===== config.mk =====
export PLATFORM = sky130hd
export DESIGN_NAME = pcm_frame_format_converter
export DESIGN_NICKNAME = d
export VERILOG_FILES = /design/src/rtl/core/pcmffc_pkg.sv /design/src/rtl/core/pcm_frame_format_converter.sv /design/src/rtl/core/pcmffc_convert.sv
export SDC_FILE = /design/constraint.sdc
export NUM_CORES = 1
export LEC_CHECK = 0
export BUFFER_PORTS_ARGS = -buffer_cell sky130_fd_sc_hd__buf_2
export CAP_MARGIN = 0
export CORE_MARGIN = 2
export CORE_UTILIZATION = 40
export DETAILED_ROUTE_END_ITERATION = 8
export HOLD_SLACK_MARGIN = 0.08
export REMOVE_ABC_BUFFERS = 1
export SYNTH_ARGS = -nofsm -noshare
export SYNTH_HDL_FRONTEND = slang
export SYNTH_SLANG_ARGS = --single-unit

===== constraint.sdc =====
create_clock -name clk -period 12.8 [get_ports clk]
set_input_delay 1.28 -clock clk [delete_from_list [all_inputs] [get_ports clk]]
set_output_delay 1.28 -clock clk [all_outputs]
set_load 0.01 [all_outputs]

===== src/rtl/core/pcmffc_pkg.sv =====
// Shared types, constants and helpers for the PCM frame format converter.
`timescale 1ns / 1ps

package pcmffc_pkg;

  localparam int MAX_FACTOR   = 8;
  localparam int RESULT_LIMIT = 8;
  localparam int REP_MAX      = (MAX_FACTOR < RESULT_LIMIT) ? MAX_FACTOR : RESULT_LIMIT;
  localparam int FACTOR_W     = 4;
  localparam int PHASE_W      = (MAX_FACTOR > 2) ? $clog2(MAX_FACTOR) : 1;
  localparam int SAMPLE_W     = 16;
  localparam int CFG_IDX_W    = 3;

  localparam logic [7:0] BYTE_MASK = 8'hff;
  localparam logic [7:0] BYTE_BIAS = 8'd128;

  localparam logic [CFG_IDX_W-1:0] REG_SRC_STEREO       = 3'd0;
  localparam logic [CFG_IDX_W-1:0] REG_SRC_BYTE_SAMPLES = 3'd1;
  localparam logic [CFG_IDX_W-1:0] REG_DST_STEREO       = 3'd2;
  localparam logic [CFG_IDX_W-1:0] REG_DST_BYTE_SAMPLES = 3'd3;
  localparam logic [CFG_IDX_W-1:0] REG_REPEAT_FACTOR    = 3'd4;
  localparam logic [CFG_IDX_W-1:0] REG_DECIMATE_FACTOR  = 3'd5;

  typedef struct packed {
    logic                src_stereo;
    logic                src_byte_samples;
    logic                dst_stereo;
    logic                dst_byte_samples;
    logic [FACTOR_W-1:0] repeat_factor;
    logic [FACTOR_W-1:0] decimate_factor;
  } cfg_t;

  typedef struct packed {
    logic                seg_start;
    logic [SAMPLE_W-1:0] in_left;
    logic [SAMPLE_W-1:0] in_right;
  } in_item_t;

  typedef struct packed {
    logic [SAMPLE_W-1:0] out_left;
    logic [SAMPLE_W-1:0] out_right;
    logic                last_of_run;
  } out_item_t;

  // Zero reads as one, anything above hi saturates to hi.
  function automatic logic [FACTOR_W-1:0] clamp_factor(input logic [FACTOR_W-1:0] f,
                                                        input int hi);
    logic [FACTOR_W-1:0] res;
    res = f;
    if (f == '0) begin
      res = FACTOR_W'(1);
    end else if (int'(f) > hi) begin
      res = FACTOR_W'(hi);
    end
    return res;
  endfunction

  // Signed 16-bit sample to destination encoding.
  function automatic logic [SAMPLE_W-1:0] narrow(input logic [SAMPLE_W-1:0] v,
                                                 input logic byte_samples);
    logic [SAMPLE_W-1:0] res;
    res = v;
    if (byte_samples) begin
      res = {8'h00, (v[15:8] ^ BYTE_BIAS) & BYTE_MASK};
    end
    return res;
  endfunction

endpackage


===== src/rtl/core/pcm_frame_format_converter.sv =====
// Top level of the PCM frame format converter: config, decimation, repeat and output stage.
// Each result passes from the input through the job register and then the output register.
// Throughput: one result per cycle while out_stall is low; an item occupies the repeat stage
// until it has emitted all its copies (1 to 8), and items dropped by decimation never enter it.
// The single-entry job register plus output register bound the overlap to one item ahead.
// Reset (synchronous, rst_n low): config returns to defaults, group phase and valids clear.
`timescale 1ns / 1ps

module pcm_frame_format_converter (
  input  logic                          clk,
  input  logic                          rst_n,
  input  logic                          cfg_we,
  input  logic [2:0]                    cfg_index,
  input  logic [3:0]                    cfg_wdata,
  input  logic                          in_valid,
  output logic                          in_stall,
  input  pcmffc_pkg::in_item_t          in_data,
  output logic                          out_valid,
  input  logic                          out_stall,
  output pcmffc_pkg::out_item_t         out_data
);

  pcmffc_pkg::cfg_t cfg_r;

  logic [pcmffc_pkg::PHASE_W-1:0]     phase_r, phase_nxt;
  logic signed [15:0]                 held_left_r, held_left_nxt;
  logic signed [15:0]                 held_right_r, held_right_nxt;

  logic                               job_valid_r, job_valid_nxt;
  logic [15:0]                        job_left_r, job_left_nxt;
  logic [15:0]                        job_right_r, job_right_nxt;
  logic [pcmffc_pkg::FACTOR_W-1:0]    job_cnt_r, job_cnt_nxt;

  logic                               out_valid_r, out_valid_nxt;
  pcmffc_pkg::out_item_t              out_data_r, out_data_nxt;

  logic signed [15:0]                 conv_left;
  logic signed [15:0]                 conv_right;
  logic [pcmffc_pkg::FACTOR_W-1:0]    dec;
  logic [pcmffc_pkg::FACTOR_W-1:0]    rep;
  logic [pcmffc_pkg::PHASE_W-1:0]     phase_cur;
  logic                               group_done;
  logic signed [15:0]                 emit_left;
  logic signed [15:0]                 emit_right;
  logic                               produce;
  logic                               out_ok;
  logic                               issue;
  logic                               job_done;
  logic                               accept;

  pcmffc_convert u_convert (
    .cfg     (cfg_r),
    .item    (in_data),
    .left_w  (conv_left),
    .right_w (conv_right)
  );

  // config registers
  always_ff @(posedge clk) begin
    if (!rst_n) begin
      cfg_r.src_stereo       <= 1'b0;
      cfg_r.src_byte_samples <= 1'b1;
      cfg_r.dst_stereo       <= 1'b0;
      cfg_r.dst_byte_samples <= 1'b1;
      cfg_r.repeat_factor    <= pcmffc_pkg::FACTOR_W'(1);
      cfg_r.decimate_factor  <= pcmffc_pkg::FACTOR_W'(1);
    end else if (cfg_we) begin
      unique case (cfg_index)
        pcmffc_pkg::REG_SRC_STEREO:       cfg_r.src_stereo       <= cfg_wdata[0];
        pcmffc_pkg::REG_SRC_BYTE_SAMPLES: cfg_r.src_byte_samples <= cfg_wdata[0];
        pcmffc_pkg::REG_DST_STEREO:       cfg_r.dst_stereo       <= cfg_wdata[0];
        pcmffc_pkg::REG_DST_BYTE_SAMPLES: cfg_r.dst_byte_samples <= cfg_wdata[0];
        pcmffc_pkg::REG_REPEAT_FACTOR:    cfg_r.repeat_factor    <= cfg_wdata;
        pcmffc_pkg::REG_DECIMATE_FACTOR:  cfg_r.decimate_factor  <= cfg_wdata;
        default: ;
      endcase
    end
  end

  // handshake
  assign out_ok   = !out_valid_r || !out_stall;
  assign issue    = job_valid_r && out_ok;
  assign job_done = issue && (job_cnt_r == pcmffc_pkg::FACTOR_W'(1));
  assign in_stall = job_valid_r && !job_done;
  assign accept   = in_valid && !in_stall;

  // decimation / repeat decision for the incoming frame
  always_comb begin
    dec        = pcmffc_pkg::clamp_factor(cfg_r.decimate_factor, pcmffc_pkg::MAX_FACTOR);
    rep        = pcmffc_pkg::clamp_factor(cfg_r.repeat_factor, pcmffc_pkg::REP_MAX);
    phase_cur  = in_data.seg_start ? '0 : phase_r;
    group_done = (int'(phase_cur) + 1) >= int'(dec);
    if (phase_cur == '0) begin
      emit_left  = conv_left;
      emit_right = conv_right;
    end else begin
      emit_left  = held_left_r;
      emit_right = held_right_r;
    end

    phase_nxt      = phase_r;
    held_left_nxt  = held_left_r;
    held_right_nxt = held_right_r;
    produce        = 1'b0;
    job_left_nxt   = job_left_r;
    job_right_nxt  = job_right_r;
    job_cnt_nxt    = job_cnt_r;

    if (dec > pcmffc_pkg::FACTOR_W'(1)) begin
      if (phase_cur == '0) begin
        held_left_nxt  = conv_left;
        held_right_nxt = conv_right;
      end
      if (group_done) begin
        phase_nxt = '0;
      end else begin
        phase_nxt = phase_cur + pcmffc_pkg::PHASE_W'(1);
      end
      produce = group_done;
    end else begin
      phase_nxt = '0;
      produce   = 1'b1;
    end
    if (!accept) begin
      phase_nxt      = phase_r;
      held_left_nxt  = held_left_r;
      held_right_nxt = held_right_r;
    end

    job_valid_nxt = job_valid_r;
    if (accept && produce) begin
      job_valid_nxt = 1'b1;
      if (dec > pcmffc_pkg::FACTOR_W'(1)) begin
        job_left_nxt  = pcmffc_pkg::narrow(emit_left, cfg_r.dst_byte_samples);
        job_right_nxt = cfg_r.dst_stereo ?
                        pcmffc_pkg::narrow(emit_right, cfg_r.dst_byte_samples) : 16'd0;
        job_cnt_nxt   = pcmffc_pkg::FACTOR_W'(1);
      end else begin
        job_left_nxt  = pcmffc_pkg::narrow(conv_left, cfg_r.dst_byte_samples);
        job_right_nxt = cfg_r.dst_stereo ?
                        pcmffc_pkg::narrow(conv_right, cfg_r.dst_byte_samples) : 16'd0;
        job_cnt_nxt   = rep;
      end
    end else if (job_done) begin
      job_valid_nxt = 1'b0;
    end else if (issue) begin
      job_cnt_nxt = job_cnt_r - pcmffc_pkg::FACTOR_W'(1);
    end
  end

  // output register
  always_comb begin
    out_valid_nxt = out_valid_r;
    out_data_nxt  = out_data_r;
    if (issue) begin
      out_valid_nxt            = 1'b1;
      out_data_nxt.out_left    = job_left_r;
      out_data_nxt.out_right   = job_right_r;
      out_data_nxt.last_of_run = (job_cnt_r == pcmffc_pkg::FACTOR_W'(1));
    end else if (!out_stall) begin
      out_valid_nxt = 1'b0;
    end
  end

  always_ff @(posedge clk) begin
    if (!rst_n) begin
      phase_r      <= '0;
      held_left_r  <= '0;
      held_right_r <= '0;
      job_valid_r  <= 1'b0;
      out_valid_r  <= 1'b0;
    end else begin
      phase_r      <= phase_nxt;
      held_left_r  <= held_left_nxt;
      held_right_r <= held_right_nxt;
      job_valid_r  <= job_valid_nxt;
      out_valid_r  <= out_valid_nxt;
    end
  end

  always_ff @(posedge clk) begin
    job_left_r  <= job_left_nxt;
    job_right_r <= job_right_nxt;
    job_cnt_r   <= job_cnt_nxt;
    out_data_r  <= out_data_nxt;
  end

  assign out_valid = out_valid_r;
  assign out_data  = out_data_r;

  a_job_cnt_nonzero: assert property (@(posedge clk) disable iff (!rst_n)
    job_valid_r |-> (job_cnt_r != '0))
    else $error("pending job with zero copies left");

  a_stall_only_busy: assert property (@(posedge clk) disable iff (!rst_n)
    in_stall |-> job_valid_r)
    else $error("input stalled with no job pending");

  a_job_continues: assert property (@(posedge clk) disable iff (!rst_n)
    (issue && (job_cnt_r != pcmffc_pkg::FACTOR_W'(1))) |=> job_valid_r)
    else $error("job dropped before its last copy");

  a_repeat_phase_clear: assert property (@(posedge clk) disable iff (!rst_n)
    (accept && (dec == pcmffc_pkg::FACTOR_W'(1))) |=> (phase_r == '0))
    else $error("group phase not cleared outside decimation");

  a_last_ends_job: assert property (@(posedge clk) disable iff (!rst_n)
    (issue && (job_cnt_r == pcmffc_pkg::FACTOR_W'(1))) |=> out_data_r.last_of_run)
    else $error("final copy not marked last");

endmodule


===== src/rtl/core/pcmffc_convert.sv =====
// Source sample widening and channel mixing to signed 16-bit left/right.
`timescale 1ns / 1ps

module pcmffc_convert (
  input  pcmffc_pkg::cfg_t       cfg,
  input  pcmffc_pkg::in_item_t   item,
  output logic signed [15:0]     left_w,
  output logic signed [15:0]     right_w
);

  logic signed [15:0] l_wide;
  logic signed [15:0] r_wide;
  logic signed [16:0] sum;
  logic signed [16:0] sum_adj;

  always_comb begin
    if (cfg.src_byte_samples) begin
      l_wide = {item.in_left[7:0] ^ pcmffc_pkg::BYTE_BIAS, 8'h00};
      r_wide = {item.in_right[7:0] ^ pcmffc_pkg::BYTE_BIAS, 8'h00};
    end else begin
      l_wide = item.in_left;
      r_wide = item.in_right;
    end
    if (!cfg.src_stereo) begin
      r_wide = l_wide;
    end
    sum     = {l_wide[15], l_wide} + {r_wide[15], r_wide};
    // round toward zero: bias odd negative sums up before the shift
    sum_adj = sum + {16'd0, sum[16] & sum[0]};
    right_w = r_wide;
    if (cfg.src_stereo && !cfg.dst_stereo) begin
      left_w = sum_adj[16:1];
    end else begin
      left_w = l_wide;
    end
  end

endmodule

# Yosys cells after proc, flatten, opt, wreduce, memory -nomap -nowiden
# Cells that the tools add are included.
[word_totals]
regBits = 118
inputBits = 45
output_inout_bits = 35
word_cells = 97
[op_classes]
n_addsub = 5
order_cmp = 4
n_eq_ne = 8
n_mux = 30
bitwise_logic = 7
n_reduce_logical = 26
[ops]
columns = ["operator", "count"]
rows = [
  ["$mux W16", 14],
  ["$mux W4", 8],
  ["$add A16 B16 Y17", 1],
  ["$add A17 B1 Y17", 1],
  ["$reduce_and A2 Y1", 8],
  ["$mux W3", 3],
  ["$gt A4 B4 Y1 const B", 2],
  ["$logic_not A4 Y1", 2],
  ["$eq A3 B2 Y1 const B", 2],
  ["$eq A3 B3 Y1 const B", 2],
  ["$logic_and A1 B1 Y1", 6],
  ["$logic_not A3 Y1", 2],
  ["$not A1 Y1", 6],
  ["$logic_not A1 Y1", 5],
  ["$mux W1", 5],
  ["$add A3 B1 Y4 const B", 1],
  ["$eq A4 B1 Y1 const B", 1],
  ["$ge A4 B4 Y1", 1],
  ["$gt A4 B1 Y1 const B", 1],
  ["$ne A2 B1 Y1 const B", 2],
  ["$reduce_bool A2 Y1", 2],
  ["$sub A4 B1 Y4 const B", 1],
  ["$add A3 B1 Y3 const B", 1],
  ["$eq A3 B1 Y1 const B", 1],
  ["2 further kinds", 2],
]

# Logic depth before layout (Yosys ltp)
[logic_depth]
depth_word = 11
depth_mapped = 21
ltp_nobuf = 18

# Hierarchy
# Synthesis repeated with hierarchy kept, for this count alone.
[unflattened]
cells_unflattened = 689
area_unflattened_um2 = 7011.7
[by_module_without_submodules]
columns = ["mod", "instances", "cells_each", "area_per_inst_um2", "seq_area_each_um2"]
rows = [
  ["pcm_frame_format_converter", 1, 407, 5124.9, 3052.9],
  ["pcmffc_convert", 1, 282, 1886.8, 0.0],
]

# Worst setup path before layout
# OpenSTA, ideal clock, no wires.
[synth_timing]
path_kind = "input -> register"
startpoint = "input in_data[21] (netlist name)"
endpoint = "register job_left_r[7] (data pin)"
setup_ps = 272
arrival_time_ps = 4612
required_ps = 12528
setup_slack_ps = 7916
stages = 17
cell_sequence = "mux2_2 nor2_1 a21oi_1 ha_1 a21o_1 a2111oi_2 nor4b_2 or2_1 buf_2 and2_1 ha_1 nand3_1 nor2_1 and3b_1 and3_1 a211oi_2 mux4_2"
[synth_via]
elab_chain_cells = 10
elab_cells_between_ends = 12
classes_between = "add/sub: 2; mux: 7; bitwise: 3"
[synth_rtl]
columns = ["item", "line_no", "rtl"]
rows = [
  ["start, declared", "pcm_frame_format_converter.sv:17", "input pcmffc_pkg::in_item_t in_data,"],
  ["$mux W16 (*)", "pcmffc_convert.sv:17", "if (cfg.src_byte_samples) begin"],
  ["$mux W16", "pcmffc_convert.sv:24", "if (!cfg.src_stereo) begin"],
  ["$add A16 B16 Y17 (*)", "pcmffc_convert.sv:27", "sum = {l_wide[15], l_wide} + {r_wide[15], r_wide};"],
  ["$and A1 B1 Y1", "pcmffc_convert.sv:29", "sum_adj = sum + {16'd0, sum[16] & sum[0]};"],
  ["$add A17 B1 Y17 (*)", "pcmffc_convert.sv:29", ""],
  ["$mux W16 (*)", "pcmffc_convert.sv:31", "if (cfg.src_stereo && !cfg.dst_stereo) begin"],
  ["$mux W16", "pcm_frame_format_converter.sv:93", "if (phase_cur == '0) begin"],
  ["$not A1 Y1 (no line)", "-", ""],
  ["$mux W16", "pcmffc_pkg.sv:63", "if (byte_samples) begin"],
  ["$mux W16 (*)", "pcm_frame_format_converter.sv:133", "if (dec > pcmffc_pkg::FACTOR_W'(1)) begin"],
  ["end signal, assigned", "pcm_frame_format_converter.sv:182", "job_left_r <= job_left_nxt;"],
  ["end, declared", "pcm_frame_format_converter.sv:30", "logic [15:0] job_left_r, job_left_nxt;"],
]
# Every way passes the cells marked *; elsewhere a longest branch is shown, timed or not.
# A chain may end at the register's enable or synchronous reset.

# Worst setup path in the final report
[layout_timing]
startpoint = "register cfg_r[10] (netlist name)"
endpoint = "register job_left_r[7] (data pin)"
[layout_via]
elab_chain_cells = 10
elab_cells_between_ends = 13
classes_between = "add/sub: 2; mux: 8; bitwise: 3"
[layout_rtl]
columns = ["item", "line_no", "rtl"]
rows = [
  ["start, declared", "pcm_frame_format_converter.sv:23", "pcmffc_pkg::cfg_t cfg_r;"],
  ["$mux W16", "pcmffc_convert.sv:17", ""],
  ["$mux W16", "pcmffc_convert.sv:24", ""],
  ["$add A16 B16 Y17", "pcmffc_convert.sv:27", ""],
  ["$and A1 B1 Y1", "pcmffc_convert.sv:29", ""],
  ["$add A17 B1 Y17", "pcmffc_convert.sv:29", ""],
  ["$mux W16 (*)", "pcmffc_convert.sv:31", ""],
  ["$mux W16", "pcm_frame_format_converter.sv:93", ""],
  ["$not A1 Y1 (no line)", "-", ""],
  ["$mux W16", "pcmffc_pkg.sv:63", ""],
  ["$mux W16 (*)", "pcm_frame_format_converter.sv:133", ""],
]
# Marked as above.

==> flow_summary_export.csv <==
group,metric,value,unit
timing,hold_ws,415,ps
timing,final_max_slew_viol_count,0,
synth,yosysWarnings,0,
global_route,grt_pass1_wl,28600,um
cells_and_area,drive_gt1_frac,0.185,
timing,max_freq,185,MHz
timing,finalCriticalPeriod,5410,ps
floorplanning,rows,47,
synth,ys_ff_latch,118,
global_route,antenna_found_initial,0,
drt,drcViolationCount,0,
synth,yosys-top-cells-count,"nand2_1, edfxtp_1, nor2_1",
timing,hold_violations,0,
synth,synth_area,0.00685,sq mm
timing,tightest_slew,905,ps
clocking,numCtsBuffers,17,
floorplanning,die_y,135,um
timing,grt_setup_unrepaired,"false",
drt,drt_iter0_markers,377,
synth,ys_types,71,
timing,relSlewSlack,0.396,
cells_and_area,nNetsFinal,852,
min_path,worstHoldPathType,"flip-flop to flip-flop",
global_route,gr-total-overflow,0,
drt,vias,5478,
clocking,cts_buffer_depth,2,
synth,async_reset_ff_frac,0,
critical_path,critPathMaxFanout,20,
timing,setup_violations,0,
synth,yosysMostFrequentCell,"nand2_1",
clocking,clock-sinks,118,
global_route,grt_pass1_vias,5175,
synth,ys_seq_area_frac,0.445,
global_route,groute.usage.overall,0.206,
cells_and_area,synthToLayoutAreaGrowth,16.0,%
flow_run,maxCapViolCount,0,
floorplanning,coreArea,0.0166,sq mm
place,place.gp.congestion,0.897,
pwr,ir_drop,88.6,uV
synth,synth_enable_flop_cells,69,
critical_path,end_kind,"flip-flop",
clocking,hold_buffers,0,
pwr,leakagePower,3.26,nW
floorplanning,die_w,135,um
timing,worst_slack,7390,ps
clocking,h-tree-depth,4,
pwr,cellPowerDensity,133,mW/mm^2
synth,synth-main-ff-cell,"edfxtp_1",
clocking,cts_tree,"done",
clocking,postCtsSetupBuffers,0,
floorplanning,num_io_pins,80,
clocking,post_cts_resized,0,
clocking,clk_pin_slew_worst_paths,60,ps
critical_path,cp_data_arrival_time,5570,ps
synth,syn-instance-count,715,
floorplanning,start_util,0.412,
drt,routedWlPerCell,17.7,um
place,dp_hpwl,13200,um
global_route,grt_max_degree,54,
drt,wl,17900,um
clocking,cts-root-buf,"clkbuf_16",
place,pre_cts_slack,7350,ps
synth,synthTopCellsByArea,"edfxtp_1, dfxtp_1, mux2i_1",
critical_path,required,12960,ps
drt,postRouteAntennaNets,0,
timing,min_period_over_period,0.423,
clocking,clk_latency,420,ps
timing,tns,0,ps
place,portBuffers,79,
synth,post-synth-top-area-cell,"edfxtp_1",
drt,vias_per_cell,5.40,
run_status,run_status,"finished clean",
synth,syn_area_per_cell,9.59,sq um
critical_path,crit_type,"flip-flop to flip-flop",
timing,fin_worst_skew,9.40,ps
synth,synth_top_area_frac,0.302,
pwr,p_total,1.06,mW
critical_path,startpoint_type,"flip-flop",
floorplanning,die_area,0.0182,sq mm
drt,first_pass_iters,6,
cells_and_area,n_antenna_cell,0,
## layout make-up
cell class | count | area [sq um]
fill | 1597 | 8690
multi-input combinational | 536 | 3500
sequential | 118 | 3050
timing repair buffer | 89 | 470
clock buffer | 20 | 447
tap | 220 | 275
clock inverter | 12 | 129
inverter | 19 | 71.3
## cell families (layout without fill, tap and decap cells)
group | Yosys count | in the layout | share of synthesized area
XOR/XNOR | 24 | 24 | 0.0318
AO/OA/AOI/OAI | 159 | 159 | 0.159
AND/OR/NAND/NOR | 279 | 279 | 0.197
adder cells (fa/ha/maj) | 26 | 26 | 0.0486
flip-flops | 118 | 118 | 0.445
buffers and inverters | 61 | 140 | 0.0447
multiplexers | 48 | 48 | 0.0732
## worst paths after layout
kind	from	end	slack (ps)	depth (start not counted)
setup / recovery	cfg_r[10]	job_left_r[7]	7390	17
setup reg to reg	cfg_r[10]	job_left_r[7]	7390	17
hold / removal	job_right_r[1]	out_data[2]	420	0
hold reg to reg	job_right_r[1]	out_data[2]	420	0
## power by group
group	leakage [nW]	switching (mW)	internal (mW)
combinational	1.93	0.0949	0.0549
sequential	1.06	0.00918	0.432
clock	0.266	0.175	0.290
## flip-flops by register name, indices dropped and copies added (netlist names)
| name | flops |
|---|---|
| held_left_r | 16 |
| phase_r | 3 |
| job_valid_r | 1 |
| job_left_r | 16 |
| out_data | 33 |
| out_valid | 1 |
| job_cnt_r | 4 |
| held_right_r | 16 |
| job_right_r | 16 |
| cfg_r | 12 |
## critical path, stage by stage, from the launching register on
cell,delay [ps]
dfxtp_1,800
buf_4,410
mux2_2,440
nor2_1,100
a21oi_1,70
ha_1,390
a21o_1,230
a2111oi_2,390
nor4b_2,380
or2_1,280
and2_1,160
ha_1,190
nand3_1,100
nor2_1,260
and3b_1,230
and3_1,190
a211oi_2,60
mux4_2,490
## cell usage in the layout (no fill, tap or decap), types with 8 or more instances in the layout
cell type / Yosys / layout
clkbuf_16: 0 / 17
o211a_1: 8 / 8
edfxtp_1: 69 / 69
nand2b_1: 13 / 13
a21boi_0: 20 / 20
xor2_1: 9 / 9
o21ai_0: 20 / 20
nor2b_1: 25 / 24
nand3_1: 15 / 15
buf_4: 1 / 10
and2_1: 10 / 10
xnor2_1: 14 / 14
buf_2: 2 / 79
mux2i_1: 40 / 40
nand2_1: 103 / 103
nand4_1: 9 / 9
ha_1: 25 / 25
o211ai_1: 9 / 9
a21oi_1: 43 / 43
inv_1: 19 / 19
nor3_1: 12 / 11
dfxtp_1: 49 / 49
a211oi_1: 8 / 8
nor2_1: 64 / 64
## stage by stage
step / cells / area [sq um] / utilization
finish: 1014 / 7950 / 0.478
global route: 1014 / 7950 / 0.478
CTS: 1014 / 7950 / 0.478
detailed placement: 982 / 7370 / 0.443
global placement: 982 / 7370 / 0.443
floorplan: 673 / 6620 / -
## layer usage
metal	routed length, um	vias to the layer above	global-route usage
li1	-	2691	-
met2	8180	191	0.321
met4	213	0	0.0591
met3	1040	12	0.0443
met5	0	-	0
met1	8470	2584	0.288
No activity file was read; power rests on OpenSTA's default activity.
